`config.mk`:
```
export PLATFORM = sky130hd
export DESIGN_NAME = stable_bucket_sort_by_key_core
export DESIGN_NICKNAME = d
export VERILOG_FILES = /design/src/hw/rtl/sbsk_pkg.sv /design/src/hw/rtl/sbsk_ram.sv /design/src/hw/rtl/stable_bucket_sort_by_key_core.sv
export SDC_FILE = /design/constraint.sdc
export NUM_CORES = 1
export LEC_CHECK = 0
export ABC_AREA = 1
export BUFFER_PORTS_ARGS = -buffer_cell sky130_fd_sc_hd__buf_4
export CORE_UTILIZATION = 40
export DETAILED_ROUTE_END_ITERATION = 8
export PLACE_DENSITY_LB_ADDON = 0.08
export SYNTH_ARGS = -nofsm -noshare
export SYNTH_HDL_FRONTEND = slang
export SYNTH_SLANG_ARGS = --single-unit
```
`constraint.sdc`:
```
create_clock -name clk_i -period 8.15 [get_ports clk_i]
set_input_delay 1.63 -clock clk_i [delete_from_list [all_inputs] [get_ports clk_i]]
set_output_delay 1.63 -clock clk_i [all_outputs]
set_load 0.02 [all_outputs]
```
`src/hw/rtl/sbsk_pkg.sv`:
```
// Shared constants and types for the stable bucket sort block.
`timescale 1ns / 1ps
package sbsk_pkg;

  localparam int unsigned SLOTS_DEF       = 32;
  localparam int unsigned TYPE_COUNT_DEF  = 8;
  localparam int unsigned GRADE_COUNT_DEF = 8;

  // Type keys start above zero; type zero is never grouped.
  localparam int unsigned TYPE_FIRST_KEY = 1;

  localparam int unsigned KEY_W  = 5;
  localparam int unsigned MODE_W = 2;

  localparam logic [MODE_W-1:0] MODE_BY_TYPE  = 2'd0;
  localparam logic [MODE_W-1:0] MODE_BY_GRADE = 2'd1;

  typedef struct packed {
    logic [31:0] payload;
    logic [3:0]  grade_key;
    logic [3:0]  type_key;
    logic        has_data;
    logic        occupied;
  } slot_t;

  localparam int unsigned SLOT_W = $bits(slot_t);

endpackage

```
`src/hw/rtl/sbsk_ram.sv`:
```
// Generic single-write, single-read RAM with a registered read port.
`timescale 1ns / 1ps
module sbsk_ram #(
  parameter int unsigned WIDTH = 8,
  parameter int unsigned DEPTH = 16,
  parameter int unsigned AW    = (DEPTH > 1) ? $clog2(DEPTH) : 1
) (
  input  logic             clk_i,
  input  logic             we_i,
  input  logic [AW-1:0]    waddr_i,
  input  logic [WIDTH-1:0] wdata_i,
  input  logic             re_i,
  input  logic [AW-1:0]    raddr_i,
  output logic [WIDTH-1:0] rdata_o
);

  logic [WIDTH-1:0] mem_q [DEPTH];
  logic [WIDTH-1:0] rdata_q;

  always_ff @(posedge clk_i) begin
    if (we_i) begin
      mem_q[waddr_i] <= wdata_i;
    end
    if (re_i) begin
      rdata_q <= mem_q[raddr_i];
    end
  end

  assign rdata_o = rdata_q;

endmodule

```
`src/hw/rtl/stable_bucket_sort_by_key_core.sv`:
```
// Stable bucket sort of a slot list by type or grade key, top level.
//
// Slots stream in one per cycle while the block is loading and are written to
// an internal RAM of SLOTS entries; slots beyond SLOTS are dropped. The item
// carrying tlast ends the list and starts the sort: the block sweeps the
// stored slots once for every key in range (type keys 1 to TYPE_COUNT-1, or
// grade keys 0 to GRADE_COUNT-1, chosen by the sort mode register), reading
// each stored slot in ST_SCAN_RD and checking it for a match in ST_SCAN_EV,
// since the RAM read port is registered. Matching slots go out in key order,
// load order kept within a key, then empty padding items fill the list up to
// the loaded count at one per cycle while the output accepts them. In a mode
// that groups nothing the sweep is skipped and every result is padding;
// output back-pressure holds the sweep. No input is taken during the sort,
// and the next list may load while the final result still waits in the
// output register. The store needs no clearing after reset.
`timescale 1ns / 1ps
module stable_bucket_sort_by_key_core #(
  parameter int unsigned SLOTS       = sbsk_pkg::SLOTS_DEF,
  parameter int unsigned TYPE_COUNT  = sbsk_pkg::TYPE_COUNT_DEF,
  parameter int unsigned GRADE_COUNT = sbsk_pkg::GRADE_COUNT_DEF
) (
  input  logic                        clk_i,
  input  logic                        rst_ni,
  input  logic                        cfg_wr_en_i,
  input  logic [sbsk_pkg::MODE_W-1:0] cfg_wr_data_i,
  input  logic                        s_axis_tvalid,
  output logic                        s_axis_tready,
  // slot_occupied, has_data, type_key[3:0], grade_key[3:0], item_payload[31:0], pad
  input  logic [47:0]                 s_axis_tdata,
  input  logic                        s_axis_tlast,
  output logic                        m_axis_tvalid,
  input  logic                        m_axis_tready,
  // out_occupied, out_payload[31:0], out_index[5:0], pad
  output logic [39:0]                 m_axis_tdata,
  output logic                        m_axis_tlast
);

  import sbsk_pkg::*;

  localparam int unsigned AW = (SLOTS > 1) ? $clog2(SLOTS) : 1;
  localparam int unsigned CW = $clog2(SLOTS + 1);

  localparam logic [1:0] ST_LOAD    = 2'd0;
  localparam logic [1:0] ST_SCAN_RD = 2'd1;
  localparam logic [1:0] ST_SCAN_EV = 2'd2;
  localparam logic [1:0] ST_PAD     = 2'd3;

  logic [1:0]        state_q, state_d;
  logic [MODE_W-1:0] mode_q;
  logic [CW-1:0]     load_cnt_q, load_cnt_d;
  logic [CW-1:0]     n_q, n_d;
  logic [CW-1:0]     pos_q, pos_d;
  logic [AW-1:0]     scan_idx_q, scan_idx_d;
  logic [KEY_W-1:0]  key_q, key_d;
  logic [KEY_W-1:0]  key_hi_q, key_hi_d;
  logic              by_grade_q, by_grade_d;

  logic              out_valid_q, out_valid_d;
  logic              out_occ_q, out_occ_d;
  logic [31:0]       out_payload_q, out_payload_d;
  logic [5:0]        out_index_q, out_index_d;
  logic              out_last_q, out_last_d;

  logic              in_acc;
  logic              out_free;
  logic              ram_we;
  logic              ram_re;
  slot_t             in_slot;
  slot_t             rd_slot;
  logic [SLOT_W-1:0] ram_rdata;
  logic [3:0]        rd_key;
  logic              rd_match;
  logic              scan_end;

  assign in_slot.occupied  = s_axis_tdata[0];
  assign in_slot.has_data  = s_axis_tdata[1];
  assign in_slot.type_key  = s_axis_tdata[5:2];
  assign in_slot.grade_key = s_axis_tdata[9:6];
  assign in_slot.payload   = s_axis_tdata[41:10];

  assign s_axis_tready = (state_q == ST_LOAD);
  assign in_acc        = s_axis_tvalid && s_axis_tready;
  assign out_free      = !out_valid_q || m_axis_tready;

  // Slots past the store size are dropped but still end the list on tlast.
  assign ram_we = in_acc && (load_cnt_q < CW'(SLOTS));
  assign ram_re = (state_q == ST_SCAN_RD);

  sbsk_ram #(
    .WIDTH (SLOT_W),
    .DEPTH (SLOTS),
    .AW    (AW)
  ) u_store (
    .clk_i   (clk_i),
    .we_i    (ram_we),
    .waddr_i (load_cnt_q[AW-1:0]),
    .wdata_i (in_slot),
    .re_i    (ram_re),
    .raddr_i (scan_idx_q),
    .rdata_o (ram_rdata)
  );

  assign rd_slot  = slot_t'(ram_rdata);
  assign rd_key   = by_grade_q ? rd_slot.grade_key : rd_slot.type_key;
  assign rd_match = rd_slot.occupied && rd_slot.has_data && ({1'b0, rd_key} == key_q);
  assign scan_end = (CW'(scan_idx_q) + CW'(1)) == n_q;

  always_comb begin
    state_d       = state_q;
    load_cnt_d    = load_cnt_q;
    n_d           = n_q;
    pos_d         = pos_q;
    scan_idx_d    = scan_idx_q;
    key_d         = key_q;
    key_hi_d      = key_hi_q;
    by_grade_d    = by_grade_q;
    out_valid_d   = out_valid_q && !m_axis_tready;
    out_occ_d     = out_occ_q;
    out_payload_d = out_payload_q;
    out_index_d   = out_index_q;
    out_last_d    = out_last_q;

    unique case (state_q)
      ST_LOAD: begin
        if (in_acc) begin
          if (ram_we) begin
            load_cnt_d = load_cnt_q + CW'(1);
          end
          if (s_axis_tlast) begin
            n_d        = ram_we ? load_cnt_q + CW'(1) : load_cnt_q;
            load_cnt_d = '0;
            pos_d      = '0;
            scan_idx_d = '0;
            if (mode_q == MODE_BY_TYPE) begin
              key_d      = KEY_W'(TYPE_FIRST_KEY);
              key_hi_d   = KEY_W'(TYPE_COUNT);
              by_grade_d = 1'b0;
              state_d    = ST_SCAN_RD;
            end else if (mode_q == MODE_BY_GRADE) begin
              key_d      = '0;
              key_hi_d   = KEY_W'(GRADE_COUNT);
              by_grade_d = 1'b1;
              state_d    = ST_SCAN_RD;
            end else begin
              state_d = ST_PAD;
            end
          end
        end
      end
      ST_SCAN_RD: begin
        state_d = ST_SCAN_EV;
      end
      ST_SCAN_EV: begin
        // Hold on a match until the output register frees up.
        if (!rd_match || out_free) begin
          if (rd_match) begin
            out_valid_d   = 1'b1;
            out_occ_d     = 1'b1;
            out_payload_d = rd_slot.payload;
            out_index_d   = 6'(pos_q);
            out_last_d    = (pos_q + CW'(1)) == n_q;
            pos_d         = pos_q + CW'(1);
          end
          if (scan_end) begin
            scan_idx_d = '0;
            if ((key_q + KEY_W'(1)) == key_hi_q) begin
              state_d = ST_PAD;
            end else begin
              key_d   = key_q + KEY_W'(1);
              state_d = ST_SCAN_RD;
            end
          end else begin
            scan_idx_d = scan_idx_q + AW'(1);
            state_d    = ST_SCAN_RD;
          end
        end
      end
      ST_PAD: begin
        if (pos_q == n_q) begin
          state_d = ST_LOAD;
        end else if (out_free) begin
          out_valid_d   = 1'b1;
          out_occ_d     = 1'b0;
          out_payload_d = '0;
          out_index_d   = 6'(pos_q);
          out_last_d    = (pos_q + CW'(1)) == n_q;
          pos_d         = pos_q + CW'(1);
        end
      end
      default: begin
        state_d = ST_LOAD;
      end
    endcase
  end

  always_ff @(posedge clk_i or negedge rst_ni) begin
    if (!rst_ni) begin
      state_q     <= ST_LOAD;
      mode_q      <= MODE_BY_TYPE;
      load_cnt_q  <= '0;
      n_q         <= '0;
      pos_q       <= '0;
      scan_idx_q  <= '0;
      key_q       <= '0;
      key_hi_q    <= '0;
      by_grade_q  <= 1'b0;
      out_valid_q <= 1'b0;
    end else begin
      state_q     <= state_d;
      load_cnt_q  <= load_cnt_d;
      n_q         <= n_d;
      pos_q       <= pos_d;
      scan_idx_q  <= scan_idx_d;
      key_q       <= key_d;
      key_hi_q    <= key_hi_d;
      by_grade_q  <= by_grade_d;
      out_valid_q <= out_valid_d;
      if (cfg_wr_en_i) begin
        mode_q <= cfg_wr_data_i;
      end
    end
  end

  always_ff @(posedge clk_i) begin
    out_occ_q     <= out_occ_d;
    out_payload_q <= out_payload_d;
    out_index_q   <= out_index_d;
    out_last_q    <= out_last_d;
  end

  assign m_axis_tvalid = out_valid_q;
  assign m_axis_tdata  = {1'b0, out_index_q, out_payload_q, out_occ_q};
  assign m_axis_tlast  = out_last_q;

  a_cnt_bound : assert property (@(posedge clk_i) disable iff (!rst_ni)
    load_cnt_q <= CW'(SLOTS))
    else $error("load count above store size");

  a_no_write_full : assert property (@(posedge clk_i) disable iff (!rst_ni)
    ram_we |-> (state_q == ST_LOAD) && (load_cnt_q < CW'(SLOTS)))
    else $error("store written outside load or when full");

  a_scan_in_list : assert property (@(posedge clk_i) disable iff (!rst_ni)
    (state_q == ST_SCAN_EV) |-> (CW'(scan_idx_q) < n_q) && (key_q < key_hi_q))
    else $error("scan outside loaded list or key range");

  a_pos_bound : assert property (@(posedge clk_i) disable iff (!rst_ni)
    (state_q != ST_LOAD) |-> (pos_q <= n_q))
    else $error("more results than loaded slots");

endmodule

```
* After elaboration in Yosys (flattened, before gate mapping)
Memories as Yosys holds them, arrays and structs flattened. A register that Yosys moved wholly into a read port is not among the register bits. Index checks and enable logic that the tools add are counted.
Word-level totals: memories 1, RAM bits 1344, register bits 79, word-level logic and storage cells 127, bits of input ports 56, output and inout bits 43
Cells by class: eq/ne operators 19, order comparisons 1, reduce and logical (&&, ||, !) cells 24, $add $sub $neg 5, multiplexer cells 63
Memories:
- u_store.mem_q | depth 32, width 42, rd ports 1, clocked after Yosys merged registers in 1, wr ports 1, line sbsk_ram.sv:17 | logic [WIDTH-1:0] mem_q [DEPTH];
Operator list (number):
- 32-bit 2-to-1 mux | 4
- 6-bit 2-to-1 mux | 12
- 5-bit 2-to-1 mux | 13
- 32-bit case mux with 2 select lines | 1
- 5-bit case mux with 2 select lines | 2
- 6-bit equality test | 3
- 6-bit case mux with 3 select lines | 1
- 1-bit 2-to-1 mux | 16
- 2-bit 2-to-1 mux | 8
- 2-bit inequality test, second input constant | 7
- 7-bit AND reduction | 2
- 6-bit by 1-bit adder with 6-bit output, second input constant | 2
- 6-bit case mux with 2 select lines | 1
- 4-bit AND reduction | 3
- 5-bit by 1-bit adder with 5-bit output, second input constant | 2
- 2-bit case mux with 4 select lines | 1
- 5-bit by 1-bit adder with 6-bit output, second input constant | 1
- 6-bit < comparator, second input constant | 1
- 1-bit case mux with 2 select lines | 3
- 2-bit nonzero test | 3
- 4-bit by 5-bit equality test with 1-bit output | 1
- 5-bit equality test | 1
- 1-bit logical AND | 5
- 5-bit AND reduction | 1
- 11 further kinds | 18

* Longest topological paths before layout
word-level depth 7, mapped depth 14, mapped depth without buffers 13

* Modules after synthesis
A second synthesis with hierarchy kept.
Second synthesis, totals: cells, all modules 5086, area total of the unflattened synthesis 59388.2 um2
Modules (own cells, without submodules):
- sbsk_ram | sequential area each 41619.9 um2, times used 1, cells each 4625, area an instance 55444.4 um2
- stable_bucket_sort_by_key_core | sequential area each 2077.0 um2, times used 1, cells each 461, area an instance 3943.8 um2

* Least setup slack after synthesis
OpenSTA, ideal clock, no wires.
path type in2reg, start in s_axis_tvalid, end mem u_store.mem_q[23][0] (netlist bit), enable pin, library setup time 493 ps, required time 7657 ps, setup slack 2631 ps, arrival 5026 ps, cell stages on the path 4, path buffers 0, path through nand2_2 > nor2_2 > nand3_2 > nor3_1
Between the ends: word-level cells in the longest chain between the ends 4
RTL lines:
- start, declared | line stable_bucket_sort_by_key_core.sv:26 | input logic s_axis_tvalid,
- 1-bit logical AND | line stable_bucket_sort_by_key_core.sv:82 | assign in_acc = s_axis_tvalid && s_axis_tready;
- 1-bit logical AND | line stable_bucket_sort_by_key_core.sv:86 | assign ram_we = in_acc && (load_cnt_q < CW'(SLOTS));
- 1-bit 2-to-1 mux | line sbsk_ram.sv:21 | if (we_i) begin
- 1-bit 2-to-1 mux (not written as such) | line sbsk_ram.sv:22 | mem_q[waddr_i] <= wdata_i;
- end, declared | line sbsk_ram.sv:17
Every way passes these cells.

* Worst setup path in the final report
start in s_axis_tvalid, end mem u_store.mem_q[14][19] (netlist bit), enable pin
Same word-level chain as after synthesis.

==> results.py <==
metrics = {
    "clock_tree": {
        "cts_buffers": 157,
        "clockBufferDepth": 3,
        "post-cts-setup-buffer-count": 0,
        "numClockSinks": 1461,
        "clk_pin_slew_worst_paths_ns": 0.06,
        "cts_hold_buf": 0,
        "cts-root-buf": "clkbuf_16",
        "cts_tree": "built",
        "cts_htree_levels": 4,
        "post_cts_resized": 0,
        "worstSkewPairLatency_ns": 0.79,
    },
    "logic_synthesis": {
        "synth_nets": 4335,
        "yosysSeqAreaShare_pct": 76.05,
        "syn-instance-count": 4271,
        "synthTopCellsByArea": "edfxtp_1 75%, o21ai_0 6.0%, nor2_1 5.2%",
        "ys.flop_type": "edfxtp_1",
        "synth.cell_area_um2": 57460,
        "synth_edf_count": 1426,
        "yosysTopAreaCellShare_pct": 74.53,
        "post-synth-top-count-cell": "edfxtp_1",
        "async_reset_ff_share_pct": 2.396,
        "synth_warnings": 0,
        "yosysTopAreaCell": "edfxtp_1",
        "yosysUniqueCellTypes": 41,
        "avgSynthCellArea_um2": 13.45,
        "ys_seq_elements": 1461,
        "synth_common_cells": "1426 x edfxtp_1, 798 x nor2_1, 694 x o21ai_0",
    },
    "timing": {
        "tightest_slew_ns": 1.322,
        "maxSlewViolCount": 0,
        "hold_slack_ns": 0.4756,
        "max_clock_freq_mhz": 241.5,
        "period_needed_ns": 4.141,
        "clock_skew_ns": 0.03032,
        "finalSetupTns_ns": 0,
        "slew_headroom_pct": 11.66,
        "fin_crit_sh_pct": 50.81,
        "rsz0062_at_grt": "false",
        "finalSetupViolations": 0,
        "finalHoldViolCount": 0,
    },
    "detailed_routing": {
        "viasPerCell": 5.602,
        "first_pass_iters": 5,
        "drcViolationCount": 0,
        "wl_per_cell_um": 26.09,
        "drt_iter0_drc": 3138,
        "vias": 35280,
        "ant_nets": 0,
        "wirelength_um": 164300,
    },
    "cells_and_area": {
        "final_nets": 4350,
        "finish.utilization_pct": 45.63,
        "n_antenna_cell": 0,
        "area_growth_pct": 12.85,
        "drive_gt1_share_pct": 9.576,
        "stdcell_count": 6297,
    },
    "placement": {
        "hpwl_um": 80510,
        "io_buffers": 91,
        "placed_cells": 6017,
        "gp_congestion": 0.7562,
    },
    "floorplan": {
        "fp.dieH_um": 381.0,
        "fp.dieW_um": 381.0,
        "die_area_um2": 145200,
        "start_util_pct": 40.43,
        "boundaryPins": 99,
        "core_area_um2": 142100,
        "rows": 138,
    },
    "grt": {
        "grt_overflow": 0,
        "antenna_found_initial": 2,
        "grt_pass1_wl_um": 239300,
        "grt_pass1_vias": 33960,
        "grt_max_degree": 181,
        "track_usage_pct": 22.40,
    },
    "worst_setup_path": {
        "arrival_ns": 4.55,
        "end_kind": "flop",
        "crit_path_start_kind": "primary input",
        "critPathMaxFanout": 23,
        "critPathRequiredTime_ns": 8.56,
        "path_class": "primary input to flop",
    },
    "power": {
        "ir_drop_uv": 228.1,
        "p_leak_uw": 0.02111,
        "total_power_uw": 20580,
        "power_density_nw_per_um2": 317.4,
    },
    "run_status": {
        "status": "complete, no violations",
    },
    "worst_hold_path": {
        "holdCritPathClass": "flop to flop",
    },
    "run": {
        "maxCapViolations": 0,
    },
}
-- through the flow --
step                setup slack (ns)  cell area, µm²
floorplan                      2.631           57460
detailed placement             3.151           60020
global route                   3.952           64840
finish                         4.009           64840
CTS                            3.989           64840
global placement               3.176           60020
-- per-layer routing --
| metal | track usage (%) | vias up | wire length (µm) |
|---|---|---|---|
| li1 | - | 16030 | - |
| met1 | 31.97 | 18250 | 76250 |
| met2 | 36.44 | 810 | 78400 |
| met3 | 2.874 | 189 | 6784 |
| met4 | 5.251 | 2 | 2872 |
| met5 | 0 | - | 13 |
-- where the power goes --
part / internal (µW) / switching (µW) / leakage (µW)
Combinational: 1320 / 3510 / 0.00547
Clock: 3770 / 2990 / 0.00234
Sequential: 8750 / 235 / 0.0133
Total: 13800 / 6740 / 0.0211
-- critical path: stages --
cell and delay (ns):
buf_4 0.10, nand2_2 0.11, nor2_2 0.33, nand2_1 0.57
nor2_4 1.19, buf_4 0.59
-- registers in the layout, summed over array words and instances (netlist names), 2 cells and up --
name             cells
key_q                5
load_cnt_q           6
mode_q               2
n_q                  6
out_index_q          6
out_payload_q       32
pos_q                6
scan_idx_q           5
state_q              2
u_store.mem_q     1344
u_store.rdata_o     42
-- cells in the final DEF (no fill, tap or decap), types with 22 or more instances in the layout --
| cell type | count |
|---|---|
| buf_4 | 148 |
| dfrtp_1 | 30 |
| clkinv_2 | 22 |
| clkinv_1 | 37 |
| edfxtp_1 | 1426 |
| a21oi_1 | 34 |
| nand3_1 | 167 |
| o22ai_1 | 83 |
| nor2_1 | 767 |
| inv_1 | 78 |
| clkbuf_1 | 39 |
| clkbuf_16 | 157 |
| o21ai_0 | 694 |
| o21ai_1 | 78 |
| o221ai_1 | 242 |
| nor2_4 | 34 |
| nand2_1 | 251 |
-- path summary, 6_finish.rpt --
check | from | depth (start not counted) | to | slack [ns]
setup / recovery | s_axis_tvalid | 6 | u_store.mem_q[14][19] | 4.01
hold / removal | key_q[4] | 2 | key_q[4] | 0.48
setup reg to reg | state_q[1] | 6 | u_store.mem_q[14][19] | 4.20
hold reg to reg | key_q[4] | 2 | key_q[4] | 0.48
max in group asynchronous | rst_ni | 1 | scan_idx_q[3] | 6.94
min in group asynchronous | rst_ni | 1 | mode_q[0] | 0.80
-- cell families after synthesis --
group / synth area share [%]
other: 0.006527
xor gates and xnor gates: 0.2744
adders and majority gates: 0.1742
DFF: 76.05
muxes: 0.01742
AOI/OAI and AO/OA: 11.67
buffers and inverters: 2.903
and+or+nand+nor: 8.905
-- layout make-up --
class                      count  area (µm²)
sequential                  1461       43720
clock inverter                83       726.9
fill                       12790       77270
clock buffer                 197        4089
timing repair buffer         155        1251
tap                         1890        2365
inverter                      86       351.6
multi-input combinational   2425       12340
(Power assumes the default switching activity.)
